$ cat config.mk
export PLATFORM = sky130hd
export DESIGN_NAME = dfaa_alpha
export DESIGN_NICKNAME = d
export VERILOG_FILES = /design/src/rtl/dfaa_pkg.sv /design/src/rtl/dfaa_alpha.sv
export SDC_FILE = /design/constraint.sdc
export NUM_CORES = 1
export LEC_CHECK = 0
export BUFFER_PORTS_ARGS = -buffer_cell sky130_fd_sc_hd__buf_2
export CORE_MARGIN = 3
export CORE_UTILIZATION = 65
export DETAILED_ROUTE_END_ITERATION = 16
export PLACE_DENSITY = 0.82
export SLEW_MARGIN = 20
export SYNTH_ARGS = -nofsm -noshare
export SYNTH_HDL_FRONTEND = slang
export SYNTH_SLANG_ARGS = --single-unit
export TNS_END_PERCENT = 1
$ cat constraint.sdc
create_clock -name clk -period 3.9 [get_ports clk]
set_clock_uncertainty 0.2 [all_clocks]
set_input_delay 0.39 -clock clk [delete_from_list [all_inputs] [get_ports clk]]
set_output_delay 0.39 -clock clk [all_outputs]
set_load 0.005 [all_outputs]
$ cat src/rtl/dfaa_pkg.sv
`timescale 1ns / 1ps

package dfaa_pkg;

	localparam int NUM_STATES  = 32;
	localparam int NUM_SYMBOLS = 32;

	// fixed field widths
	localparam int REQ_W  = 3;
	localparam int ST_W   = 5;
	localparam int COL_W  = 5;
	localparam int CHAR_W = 8;

	// derived sizes
	localparam int ST_AW    = $clog2(NUM_STATES);
	localparam int SYM_AW   = (NUM_SYMBOLS > 1) ? $clog2(NUM_SYMBOLS) : 1;
	localparam int TT_DEPTH = NUM_STATES * NUM_SYMBOLS;
	localparam int TT_AW    = $clog2(TT_DEPTH);
	localparam int TT_DW    = ST_W + 1;

	typedef enum logic [REQ_W-1:0] {
		REQ_LOAD_TRANS = 3'd0,
		REQ_LOAD_FLAG  = 3'd1,
		REQ_LOAD_ALPHA = 3'd2,
		REQ_SYMBOL     = 3'd3,
		REQ_END        = 3'd4
	} req_code_t;

	typedef struct packed {
		logic              en;
		logic [SYM_AW-1:0] col;
		logic [CHAR_W-1:0] code;
	} alpha_wr_t;

	typedef struct packed {
		logic              found;
		logic [SYM_AW-1:0] col;
	} alpha_hit_t;

endpackage

$ cat src/rtl/dfaa_alpha.sv
`timescale 1ns / 1ps

module dfaa_alpha (
	input  logic                        clk,
	input  logic                        arst_n,
	input  dfaa_pkg::alpha_wr_t         wr,
	input  logic [dfaa_pkg::CHAR_W-1:0] char_code,
	output dfaa_pkg::alpha_hit_t        hit
);

	logic [dfaa_pkg::NUM_SYMBOLS-1:0] valid_q;
	logic [dfaa_pkg::CHAR_W-1:0]      code_q [dfaa_pkg::NUM_SYMBOLS];

	always_ff @(posedge clk or negedge arst_n) begin
		if (!arst_n) begin
			valid_q <= '0;
		end else if (wr.en) begin
			valid_q[wr.col] <= 1'b1;
		end
	end

	always_ff @(posedge clk) begin
		if (wr.en) begin
			code_q[wr.col] <= wr.code;
		end
	end

	// lowest matching column wins
	always_comb begin
		hit.found = 1'b0;
		hit.col   = '0;
		for (int i = dfaa_pkg::NUM_SYMBOLS - 1; i >= 0; i--) begin
			if (valid_q[i] && (code_q[i] == char_code)) begin
				hit.found = 1'b1;
				hit.col   = dfaa_pkg::SYM_AW'(i);
			end
		end
	end

endmodule

=== Word level (Yosys, flattened, before mapping) ===
Memories as Yosys holds them, arrays and structs flattened.
Cells that the tools add are included.

* Mux-type cells: 36
* Reductions and logical operators: 33
* Equality and inequality tests: 32
* Bitwise logic cells: 1
* Order comparisons: 2

{| class="wikitable"
|+ Operator list
! cell !! count
|-
| 8-bit == test || 32
|-
| 6-bit two-way mux || 32
|-
| 1-bit logical AND || 33
|-
| 32-bit OR || 1
|-
| 5-bit by 6-bit less-than comparator with 1-bit output (second input constant) || 1
|-
| 1-bit demux with 5-bit select || 1
|-
| 5-bit by 1-bit greater-or-equal comparator with 1-bit output (second input constant) || 1
|-
| 1-bit two-way mux || 3
|}

* Bits in writable memories: 256
* Register bits: 32
* Memories kept: 1
* Input bits: 24
* Output and inout port bits: 6
* Logic and storage cells: 106

{| class="wikitable"
|+ Memories
! memory !! words !! bits a word !! read ports !! clocked after Yosys merged registers in !! write ports !! line !! source
|-
| code_q || 32 || 8 || 32 || 0 || 1 || dfaa_alpha.sv:12 || <nowiki>logic [dfaa_pkg::CHAR_W-1:0] code_q [dfaa_pkg::NUM_SYMBOLS];</nowiki>
|}

=== Depth between registers and ports, before layout ===
Gate-level depths: netlist (run 1).

* Word-level depth: 34
* Gate-level depth with buffers: 12
* Gate-level depth less buffers: 8

=== Worst setup path before layout (run 1) ===
Ideal clock, no wire load.

* Path type: input port to output port
* Start: input char_code[7] (netlist bit)
* End: output hit[0] (netlist bit)
* Arrival: 2034 ps
* Path buffers: 4
* Path slack: 1276 ps
* Cell stages on the path: 11
* Path through: buf_6 buf_8 buf_12 buf_12 xor2_1 nor3_2 nand4_1 a21oi_1 nor2_1 or3_1 o21ai_1

{| class="wikitable"
|+ RTL lines
! element !! line !! source
|-
| from (decl) || dfaa_alpha.sv:7 || <nowiki>input logic [dfaa_pkg::CHAR_W-1:0] char_code,</nowiki>
|-
| to (decl) || dfaa_alpha.sv:8 || <nowiki>output dfaa_pkg::alpha_hit_t hit</nowiki>
|}

==> results of run 1 <==
cell usage in the layout (no fill, tap or decap), types with 29 or more instances in the layout:
cell type / instances
buf_2: 29
nor2_1: 49
dfrtp_1: 32
or2_2: 34
nand2_1: 32
edfxtp_1: 256
clkbuf_16: 29
xor2_1: 77
xnor2_1: 179
nand4_1: 33
worst max-delay path, stage by stage, from the launching register on:
cell and delay [ps]:
edfxtp_1 390, xnor2_1 180, nand4_1 130, or4_1 520, a41oi_1 240, a21oi_1 120, o21ai_0 270, a31oi_1 160
o21ai_1 190, buf_2 150
final cells by class:
cell class,instances,area (um2)
Clock inverter,12,136.4
Inverter,2,7.507
Multi-Input combinational cell,531,3750
Tap cell,260,325.3
Fill cell,1202,4999
Timing Repair Buffer,51,362.8
Clock buffer,42,824.5
Sequential cell,288,8488
per-layer routing:
metal	part of all wire (%)	global-route usage (%)	up-vias
met1	39	36.04	3577
li1	-	-	3148
met5	0	0	-
met3	7.8	4.609	96
met4	3.5	10.40	0
met2	49	45.01	387
through the flow:
step                hold WS (ps)  utilization, %  instances  worst slack [ps]  area, um2
finish                     259.2           73.54       1186             405.3      13890
global route               261.1           73.54       1186             230.8      13890
CTS                        262.1           73.54       1186             419.9      13890
detailed placement         253.5           68.40       1131             513.0      12920
global placement           242.9           68.40       1131             465.5      12920
floorplan                 -105.6               -        854              1276      12640
registers in the layout, summed over array words and instances (netlist names):
register and count:
code_q 256, valid_q 32
cells by family (layout without fill, tap and decap cells):
kind of cell	count (synthesis)	count (layout)	synth area share [%]
buf+inv	35	107	3.216
simple gates	248	248	10.54
compound gates	27	27	1.385
flops	288	288	67.13
xor+xnor	256	256	17.73
path summary, 6_finish.rpt:
check	slack, ps	endpoint	depth (start not counted)	from
max	410	hit[0]	9	code_q[27][1]$_DFFE_PP_
min in group asynchronous	370	valid_q[7]$_DFFE_PN0P_	2	arst_n
min	260	code_q[30][0]$_DFFE_PP_	1	wr[0]
max in group asynchronous	2510	valid_q[21]$_DFFE_PN0P_	2	arst_n
min reg2reg	270	valid_q[21]$_DFFE_PN0P_	1	valid_q[21]$_DFFE_PN0P_
max reg2reg	2870	valid_q[28]$_DFFE_PN0P_	1	valid_q[28]$_DFFE_PN0P_
power groups by stage:
stage | sequential, mW | combinational, mW | clock, mW
floorplan | 3.57 | 0.330 | 0
global placement | 3.58 | 0.458 | 0
detailed placement | 3.58 | 0.473 | 0
CTS | 3.52 | 0.479 | 2.81
global route | 3.53 | 0.517 | 2.93
finish | 3.52 | 0.479 | 2.79
==> results.md, run 1 <==
* Outcome: complete, no violations
* Die Span Y at 145.5 um
* DRC violation count after routing at 0
* Final Max Slew Viols at 0
* Final ANT Viol Nets at 0
* Primary FF master, synth: edfxtp_1
* Largest net degree at the start of global routing at 33
* Post-Synthesis Cells at 854
* Std-Cell Rows at 50
* Sequential power share at between 50% and 60%
* Die ar. at roughly 21000 um2
* Fin. Hold Viols at 0
* Final count of negative-setup-slack endpoints at 0
* Total GRT Usage at 26.97%
* Synth cell types at 44
* Max_cap viols at 0
* Antenna Cells at 0
* Slew HR at 32.75%
* Most frequent cell after synthesis: edfxtp_1
* Cell Int Power at about 5.3 mW
* YS warnings at 0
* Commonest cells post-synth: edfxtp_1, xnor2_1, xor2_1
* Post_cts resized at 0
* Synthesized area at 12640 um2
* Share of layout cells above drive strength 1 at 14.79%
* CTS Buffer Depth at 3
* Setup TNS at 0 ps
* Core area at 18890 um2
* CTS tree: built
* Tmin final at 3495 ps
* CTS H-tree lvls at 1
* Initial Util at about 67%
* RSZ-0062 raised after global routing: false
* Required @ worst endpoint at 3310 ps
* WL per Instance at 23.83 um
* Overflow after GRT at 0
* Period utilization at 89.61%
* Clk_lat worst skew at 540 ps
* Pwr/cell area at ~490 nW/um2
* Fmax at 0.2861 GHz
* Register bit total from synthesis at around 290
* Largest cells by area after synthesis: edfxtp_1, xnor2_1, dfrtp_1
* Vias at between 7000 and 8000
* Die extent in x at between 100 and 150 um
* PortBufs at 29
* Post-synth EDFFs at 256
* Avg Inst Size Synth at 14.81 um2
* Clock-pin transition on the worst setup and hold timing paths at 60 ps
* DP HPWL at roughly 17000 um
* Worst-Margin Slew at 1009 ps
* Worst-path fanout max at 2
* TritonCTS Buffers at 29
* Synth-to-Final Area Change at 9.885%
* Clock Power Share at 41.1%
* Post-synthesis sequential area ratio at 67.13%
* Crit path DAT at 2900 ps
* Routed WL at 28260 um
* IO Pins at 30
* DRT iter0 DRCs at 650
* Vias per cell at a little over 6
* Post-CTS setup buffers at 0
* Post-CTS Hold Fix Bufs at 1
* Switching power at 1.472 mW
* Switch share at a little over a fifth
* CTS sink cnt at 288
* Tot Pwr at 6.792 mW
* Worst Setup Start Kind: flop
* Initial DRT Pass Iterations at 5
* Ys async rst share at around 11%
* IR drop worst, VDD at 0.0003535 V
* Setup crit end kind: output pin
* Global-route wire length before repair at 43620 um
* Syn_nets at between 800 and 900
* Routability Congestion at 0.8834
* CTS root buf: clkbuf_16
* Vias in the first global route at 7615
* Final nets at 927
* Static leakage at 4.588 nW
* Yosys top cell area share at 60.80%
* Min-delay worst type: input port to flop
* Gate power share at 7.1%
* Initial antenna violation count at 0
* Setup CP Type: flop to output pin
* Yosys top cell by area: edfxtp_1
Note: power is estimated with default switching activity, not from simulation.
==> run 2: changes to the inputs <==
--- a/config.mk
+++ b/config.mk
@@ -8,6 +8,7 @@
 export BUFFER_PORTS_ARGS = -buffer_cell sky130_fd_sc_hd__buf_2
 export CORE_MARGIN = 3
 export CORE_UTILIZATION = 65
+export CTS_BUF_LIST = sky130_fd_sc_hd__clkbuf_8
 export DETAILED_ROUTE_END_ITERATION = 16
 export PLACE_DENSITY = 0.82
 export SLEW_MARGIN = 20
==> results.md, run 2 (synthesis gave the netlist of run 1 again) <==
* Outcome: complete, no violations (unchanged)
* Clock-pin transition on the worst setup and hold timing paths at 60 ps (about the same)
* Min-delay worst type: input port to flop (unchanged)
* Vias in the first global route at 7634 (was 7615)
* Share of layout cells above drive strength 1 at 15.92% (was 14.79%)
* Vias per cell at 5.875 (was 6.078)
* Crit path from: code_q[27][1]$_DFFE_PP_ (unchanged)
* Setup crit end kind: output pin (unchanged)
* Final count of negative-setup-slack endpoints at 0 (unchanged)
* Pre-CTS setup slack at 513.0 ps (unchanged)
* FF-to-FF path depth at 1 (unchanged)
* Largest net degree at the start of global routing at 33 (unchanged)
* IR drop worst, VDD at 0.0003554 V (was 0.0003535 V)
* DRC violation count after routing at 0 (unchanged)
* Antenna Cells at 0 (unchanged)
* Crit-path cells: xnor2_1, nand4_1, nor4_1, nor2_1, a311o_1, a21oi_1, nor3_1, o21a_1, buf_2 (was xnor2_1, nand4_1, or4_1, a41oi_1, a21oi_1, o21ai_0, a31oi_1, o21ai_1, buf_2)
* Largest reg by FF count: code_q (unchanged)
* CTS sink cnt at 288 (unchanged)
* Most frequent cells in the layout: edfxtp_1, xnor2_1, xor2_1, clkbuf_8, nor2_1 (was edfxtp_1, xnor2_1, xor2_1, nor2_1, or2_2)
* Worst R2R Start: valid_q[20]$_DFFE_PN0P_ (was valid_q[28]$_DFFE_PN0P_)
* Most common cell after layout, fill and taps aside: edfxtp_1 (unchanged)
* Slew HR at 33.43% (was 32.75%)
* Final ANT Viol Nets at 0 (unchanged)
* Worst reg2reg path endpoint: valid_q[20]$_DFFE_PN0P_ (was valid_q[28]$_DFFE_PN0P_)
* DRT iter0 DRCs at 611 (was 650)
* Max_cap viols at 0 (unchanged)
* Vias at 7138 (was 7208)
* Post-CTS setup buffers at 0 (unchanged)
* Routed WL at 28030 um (was 28260 um)
* Worst-Margin Slew at 998.6 ps (was 1009 ps)
* Worst-path fanout max at 3 (was 2)
* Hold path start: wr[0] (unchanged)
* Fmax at 0.2847 GHz (was 0.2861 GHz)
* Top Metal Used: met4 (unchanged)
* Fin. Hold Viols at 0 (unchanged)
* Core area at 18890 um2 (unchanged)
* WL per Instance at 23.07 um (was 23.83 um)
* CTS root buf: clkbuf_8 (was clkbuf_16)
* Post-Place Cells at 1131 (unchanged)
* Filler Cell Count at 1236 (was 1202)
* Fin area at 13770 um2 (was 13890 um2)
* Overflow after GRT at 0 (unchanged)
* Critical-path top delay cell: nor4_1 (was or4_1)
* Area after DPL at 12920 um2 (unchanged)
* Die Span Y at 145.5 um (unchanged)
* WL met2 at 13980 um (was 13950 um)
* Largest register FFs at 256 (unchanged)
* Die ar. at 21160 um2 (unchanged)
* RSZ-0062 raised after global routing: false (unchanged)
* Total GRT Usage at 26.93% (was 26.97%)
* Final nets at 943 (was 927)
* Required @ worst endpoint at 3310 ps (about the same)
* Final WS setup at 387.6 ps (was 405.3 ps)
* Final Max Slew Viols at 0 (unchanged)
* PortBufs at 29 (unchanged)
* Global-route wire length before repair at 43720 um (was 43620 um)
* Setup CP Type: flop to output pin (unchanged)
* Std-Cell Rows at 50 (unchanged)
* Multi-input combinational cell area at 3750 um2 (unchanged)
* Static leakage at 4.623 nW (was 4.588 nW)
* Initial antenna violation count at 0 (unchanged)
* Routability Congestion at 0.8834 (unchanged)
* Crit path DAT at 2920 ps (was 2900 ps)
* Die extent in x at 145.5 um (unchanged)
* Final non-filler cell total at 1215 (was 1186)
* Reg area at 8488 um2 (unchanged)
* DP HPWL at 16640 um (unchanged)
* DRT met1 WL at 11370 um (was 11100 um)
* FF-to-FF setup slack at 2870 ps (about the same)
* CP peak stage delay at 580 ps (was 520 ps)
* Initial Util at 66.93% (unchanged)
* Pwr/cell area at 459.3 nW/um2 (was 488.8 nW/um2)
* Met3 wire len at 1986 um (was 2215 um)
* CTS H-tree lvls at 2 (was 1)
* Synth-to-Final Area Change at 8.886% (was 9.885%)
* CTS tree: built (unchanged)
* Clk_lat worst skew at 530 ps (was 540 ps)
* Min Hold Slack at 264.1 ps (was 259.2 ps)
* Period utilization at 90.06% (was 89.61%)
* Setup TNS at 0 ps (unchanged)
* Tot Pwr at 6.324 mW (was 6.792 mW)
* Tmin final at 3512 ps (was 3495 ps)
* Initial DRT Pass Iterations at 7 (was 5)
* TritonCTS Buffers at 45 (was 29)
* CTS Buffer Depth at 3 (unchanged)
* Biggest regs: code_q: 256 flops, valid_q: 32 flops (unchanged)
* IO Pins at 30 (unchanged)
* Worst Setup Start Kind: flop (unchanged)
* Final core utilization at 72.87% (was 73.54%)
* End of the critical path: hit[2] (was hit[0])
## run 2: cell types whose count changed in the layout (fill, tap and decap cells not counted)
cell        previous run  this run
clkinvlp_4             0         1
inv_6                  1         0
clkbuf_1               8         0
clkinv_1               2         3
inv_1                  2        23
clkbuf_8               5        51
bufinv_16              3         0
clkinv_2               6         7
clkbuf_16             29         0
## run 2: cell type report
class                      instances  share of cell area (%)
sequential                       288                   61.65
multi-input combinational        531                   27.24
clock buffer                      51                   5.098
timing repair buffer              51                   2.635
tap                              260                   2.363
clock inverter                    32                  0.9633
inverter                           2                 0.05453
## run 2: what timing repair did
action | in CTS | in global routing
hold buffers | 1 | 0
endpoints found under the setup margin | 0 | 0
endpoints found under the hold margin | 32 | 0
resized for setup | 0 | 0
## run 2: report_power, final
part           switching [mW]  leakage (nW)  internal (mW)
clock                    1.13         0.511           1.20
combinational           0.287          1.44          0.191
sequential             0.0537          2.67           3.47
total                    1.47          4.62           4.86
## run 2: worst max-delay path, delay by kind of cell (launching register included)
family	cells	cell delay [ps]
XOR/XNOR	1	220
flip-flops	1	380
AND/OR/NAND/NOR	4	910
AO/OA/AOI/OAI	3	760
buffers and inverters	1	130
## run 2: how the worst min path moves through the flow
stage,depth (start not counted),to
final,1,code_q[22][0]$_DFFE_PP_
after global routing,1,code_q[22][0]$_DFFE_PP_
after CTS,1,code_q[22][0]$_DFFE_PP_
after detailed placement,1,valid_q[6]$_DFFE_PN0P_
after global placement,1,valid_q[6]$_DFFE_PN0P_
after floorplan,0,valid_q[0]$_DFFE_PN0P_
## run 2: layer usage
metal	track usage, %	vias up
li1	-	3185
met4	9.497	0
met2	44.43	309
met5	0	-
met3	4.422	63
met1	37.03	3581
==> run 3: changes to the inputs <==
--- a/config.mk
+++ b/config.mk
@@ -10,6 +10,7 @@
 export CORE_UTILIZATION = 65
 export CTS_BUF_LIST = sky130_fd_sc_hd__clkbuf_8
 export DETAILED_ROUTE_END_ITERATION = 16
+export GPL_TIMING_DRIVEN = 0
 export PLACE_DENSITY = 0.82
 export SLEW_MARGIN = 20
 export SYNTH_ARGS = -nofsm -noshare
==> constraint.sdc (replaced) <==
create_clock -name clk -period 3.4 [get_ports clk]
set_clock_uncertainty 0.2 [all_clocks]
set_input_delay 0.34 -clock clk [delete_from_list [all_inputs] [get_ports clk]]
set_output_delay 0.34 -clock clk [all_outputs]
set_load 0.005 [all_outputs]
==> results.md, run 3 (synthesis gave the netlist of run 1 again) <==
* Most frequent cells in the layout: edfxtp_1, xnor2_1, xor2_1, clkbuf_8, nor2_1 (unchanged)
* Delay-heaviest family, CP: compound AO/OA/AOI/OAI gates (was simple AND/OR/NAND/NOR gates)
* Area after DPL at 13080 um2 (was 12920 um2)
* CTS H-tree lvls at 2 (unchanged)
* Worst R2R Start: valid_q[28]$_DFFE_PN0P_ (was valid_q[20]$_DFFE_PN0P_)
* Die Span Y at 145.5 um (unchanged)
* Worst-Margin Slew at 1027 ps (was 998.6 ps)
* Fmax at between 0.2 and 0.3 GHz
* Post-Place Cells at 1135 (was 1131)
* Vias per cell at 6.003 (was 5.875)
* Routed WL at 29370 um (was 28030 um)
* Pre-CTS setup slack at 98.08 ps (was 513.0 ps)
* Routability Congestion at 0.8547 (was 0.8834)
* Slew HR at 31.54% (was 33.43%)
* Met3 wire len at 2588 um (was 1986 um)
* Synth-to-Final Area Change at 11.49% (was 8.886%)
* Initial Util at 66.93% (unchanged)
* Final nets at 948 (was 943)
* Tmin final at ~3500 ps
* Filler Cell Count at 1167 (was 1236)
* Pwr/cell area at 531.7 nW/um2 (was 459.3 nW/um2)
* DRT iter0 DRCs at 782 (was 611)
* CTS Buffer Depth at 3 (unchanged)
* Final Max Slew Viols at 0 (unchanged)
* Static leakage at 4.757 nW (was 4.623 nW)
* TritonCTS Buffers at 45 (unchanged)
* Final ANT Viol Nets at 0 (unchanged)
* Worst-path fanout max at 2 (was 3)
* Die extent in x at 145.5 um (unchanged)
* DRC violation count after routing at 0 (unchanged)
* Final WS setup at -51.47 ps (was 387.6 ps)
* DP HPWL at 17080 um (was 16640 um)
* Worst Setup Start Kind: flop (unchanged)
* Violated checks: setup timing
* Cell mode on critical path: o211ai_1
* CTS tree: built (unchanged)
* WL per Instance at 24.07 um (was 23.07 um)
* Vias in the first global route at 7593 (was 7634)
* Hold path start: wr[7] (was wr[0])
* Fin area at 14100 um2 (was 13770 um2)
* Final count of negative-setup-slack endpoints at 3 (was 0)
* Antenna Cells at 0 (unchanged)
* Max_cap viols at 0 (unchanged)
* PortBufs at 21 (was 29)
* Total GRT Usage at 27.74% (was 26.93%)
* Share of layout cells above drive strength 1 at 17.92% (was 15.92%)
* Std-Cell Rows at 50 (unchanged)
* Crit path from: code_q[31][2]$_DFFE_PP_ (was code_q[27][1]$_DFFE_PP_)
* Initial DRT Pass Iterations at 5 (was 7)
* Crit path DAT at 2910 ps (was 2920 ps)
* Initial antenna violation count at 0 (unchanged)
* Critical-path top delay cell: or3_1 (was nor4_1)
* Outcome: finished with violations (was complete, no violations)
* Top Metal Used: met4 (unchanged)
* RSZ-0062 raised after global routing: true (was false)
* DRT met1 WL at 11870 um (was 11370 um)
* Tot Pwr at 7.496 mW (was 6.324 mW)
* Final non-filler cell total at 1220 (was 1215)
* Crit-path cells: xnor2_1, nand3_1, or3_1, a211oi_2, o211ai_1, a21oi_1, o211ai_1, a31oi_1, buf_2 (was xnor2_1, nand4_1, nor4_1, nor2_1, a311o_1, a21oi_1, nor3_1, o21a_1, buf_2)
* Period utilization at 101.5%
* Largest reg by FF count: code_q (unchanged)
* Vias at 7324 (was 7138)
* Biggest regs: code_q: 256 flops, valid_q: 32 flops (unchanged)
* Required @ worst endpoint at 2860 ps (was 3310 ps)
* Min-delay worst type: input port to flop (unchanged)
* Setup CP Type: flop to output pin (unchanged)
* Worst path buffer plus inverter count at 1 (unchanged)
* Final core utilization at 74.62% (was 72.87%)
* Global-route wire length before repair at 44100 um (was 43720 um)
* Fin. Hold Viols at 0 (unchanged)
* Largest register FFs at 256 (unchanged)
* Largest net degree at the start of global routing at 33 (unchanged)
* Clk_lat worst skew at 550 ps (was 530 ps)
* Most common cell after layout, fill and taps aside: edfxtp_1 (unchanged)
* IO Pins at 30 (unchanged)
* IR drop worst, VDD at 0.0004853 V (was 0.0003554 V)
* Clock-pin transition on the worst setup and hold timing paths at 70 ps (was 60 ps)
* Overflow after GRT at 0 (unchanged)
* Core area at 18890 um2 (unchanged)
* Die ar. at 21160 um2 (unchanged)
* CTS root buf: clkbuf_8 (unchanged)
* WL met2 at 13930 um (was 13980 um)
* CTS sink cnt at 288 (unchanged)
* CP peak stage delay at 430 ps (was 580 ps)
* Setup crit end kind: output pin (unchanged)
## run 3: cell types whose count changed in the layout (fill, tap and decap cells not counted), moves of 5 or more
cell     previous run  this run
buf_6               0        18
buf_2              29        21
buf_8               0         5
buf_4              17         6
xnor2_2             0         6
xnor2_1           179       173
## run 3: power breakdown
| part | internal [mW] | switching, mW |
|---|---|---|
| Combinational | 0.241 | 0.344 |
| Clock | 1.57 | 1.30 |
| Sequential | 3.98 | 0.0613 |
| Total | 5.79 | 1.71 |
## run 3: metal layers
| metal | vias up | global-route usage [%] |
|---|---|---|
| met5 | - | 0 |
| met4 | 0 | 11.11 |
| met3 | 92 | 5.014 |
| met2 | 403 | 44.31 |
| met1 | 3625 | 38.55 |
| li1 | 3204 | - |
## run 3: worst paths after layout
kind	endpoint	slack, ps	cells after the start
min in group asynchronous	valid_q[29]$_DFFE_PN0P_	300	2
max in group asynchronous	valid_q[19]$_DFFE_PN0P_	2050	2
min	code_q[16][7]$_DFFE_PP_	240	1
max	hit[1]	-50	9
min reg2reg	valid_q[13]$_DFFE_PN0P_	270	1
max reg2reg	valid_q[28]$_DFFE_PN0P_	2360	1
## run 3: cell type report
type                       instances  area (um2)  share of cell area, %
sequential                       288        8488                  60.21
clock buffer                      53       729.5                  5.174
inverter                           2       7.507                0.05325
clock inverter                    30       173.9                  1.234
multi-input combinational        531        3851                  27.32
buffer                            33       399.1                  2.831
tap                              260       325.3                  2.308
timing repair buffer              23       122.6                 0.8698
## run 3: stage by stage
step / TNS (ps) / hold WS [ps]
after detailed placement: 0 / 253.5
after global placement: 0 / 244.7
final: -117.7 / 237.7
after CTS: -20.91 / 210.5
after global routing: -193.8 / 244.8
after floorplan: 0 / -155.6
## run 3: timing repair
action	in CTS	in global routing
hold buffers	1	0
gates resized for setup	9	8
pin swaps	1	9
setup buffers	0	1
setup endpoints to repair	3	3
hold endpoints to repair	32	0
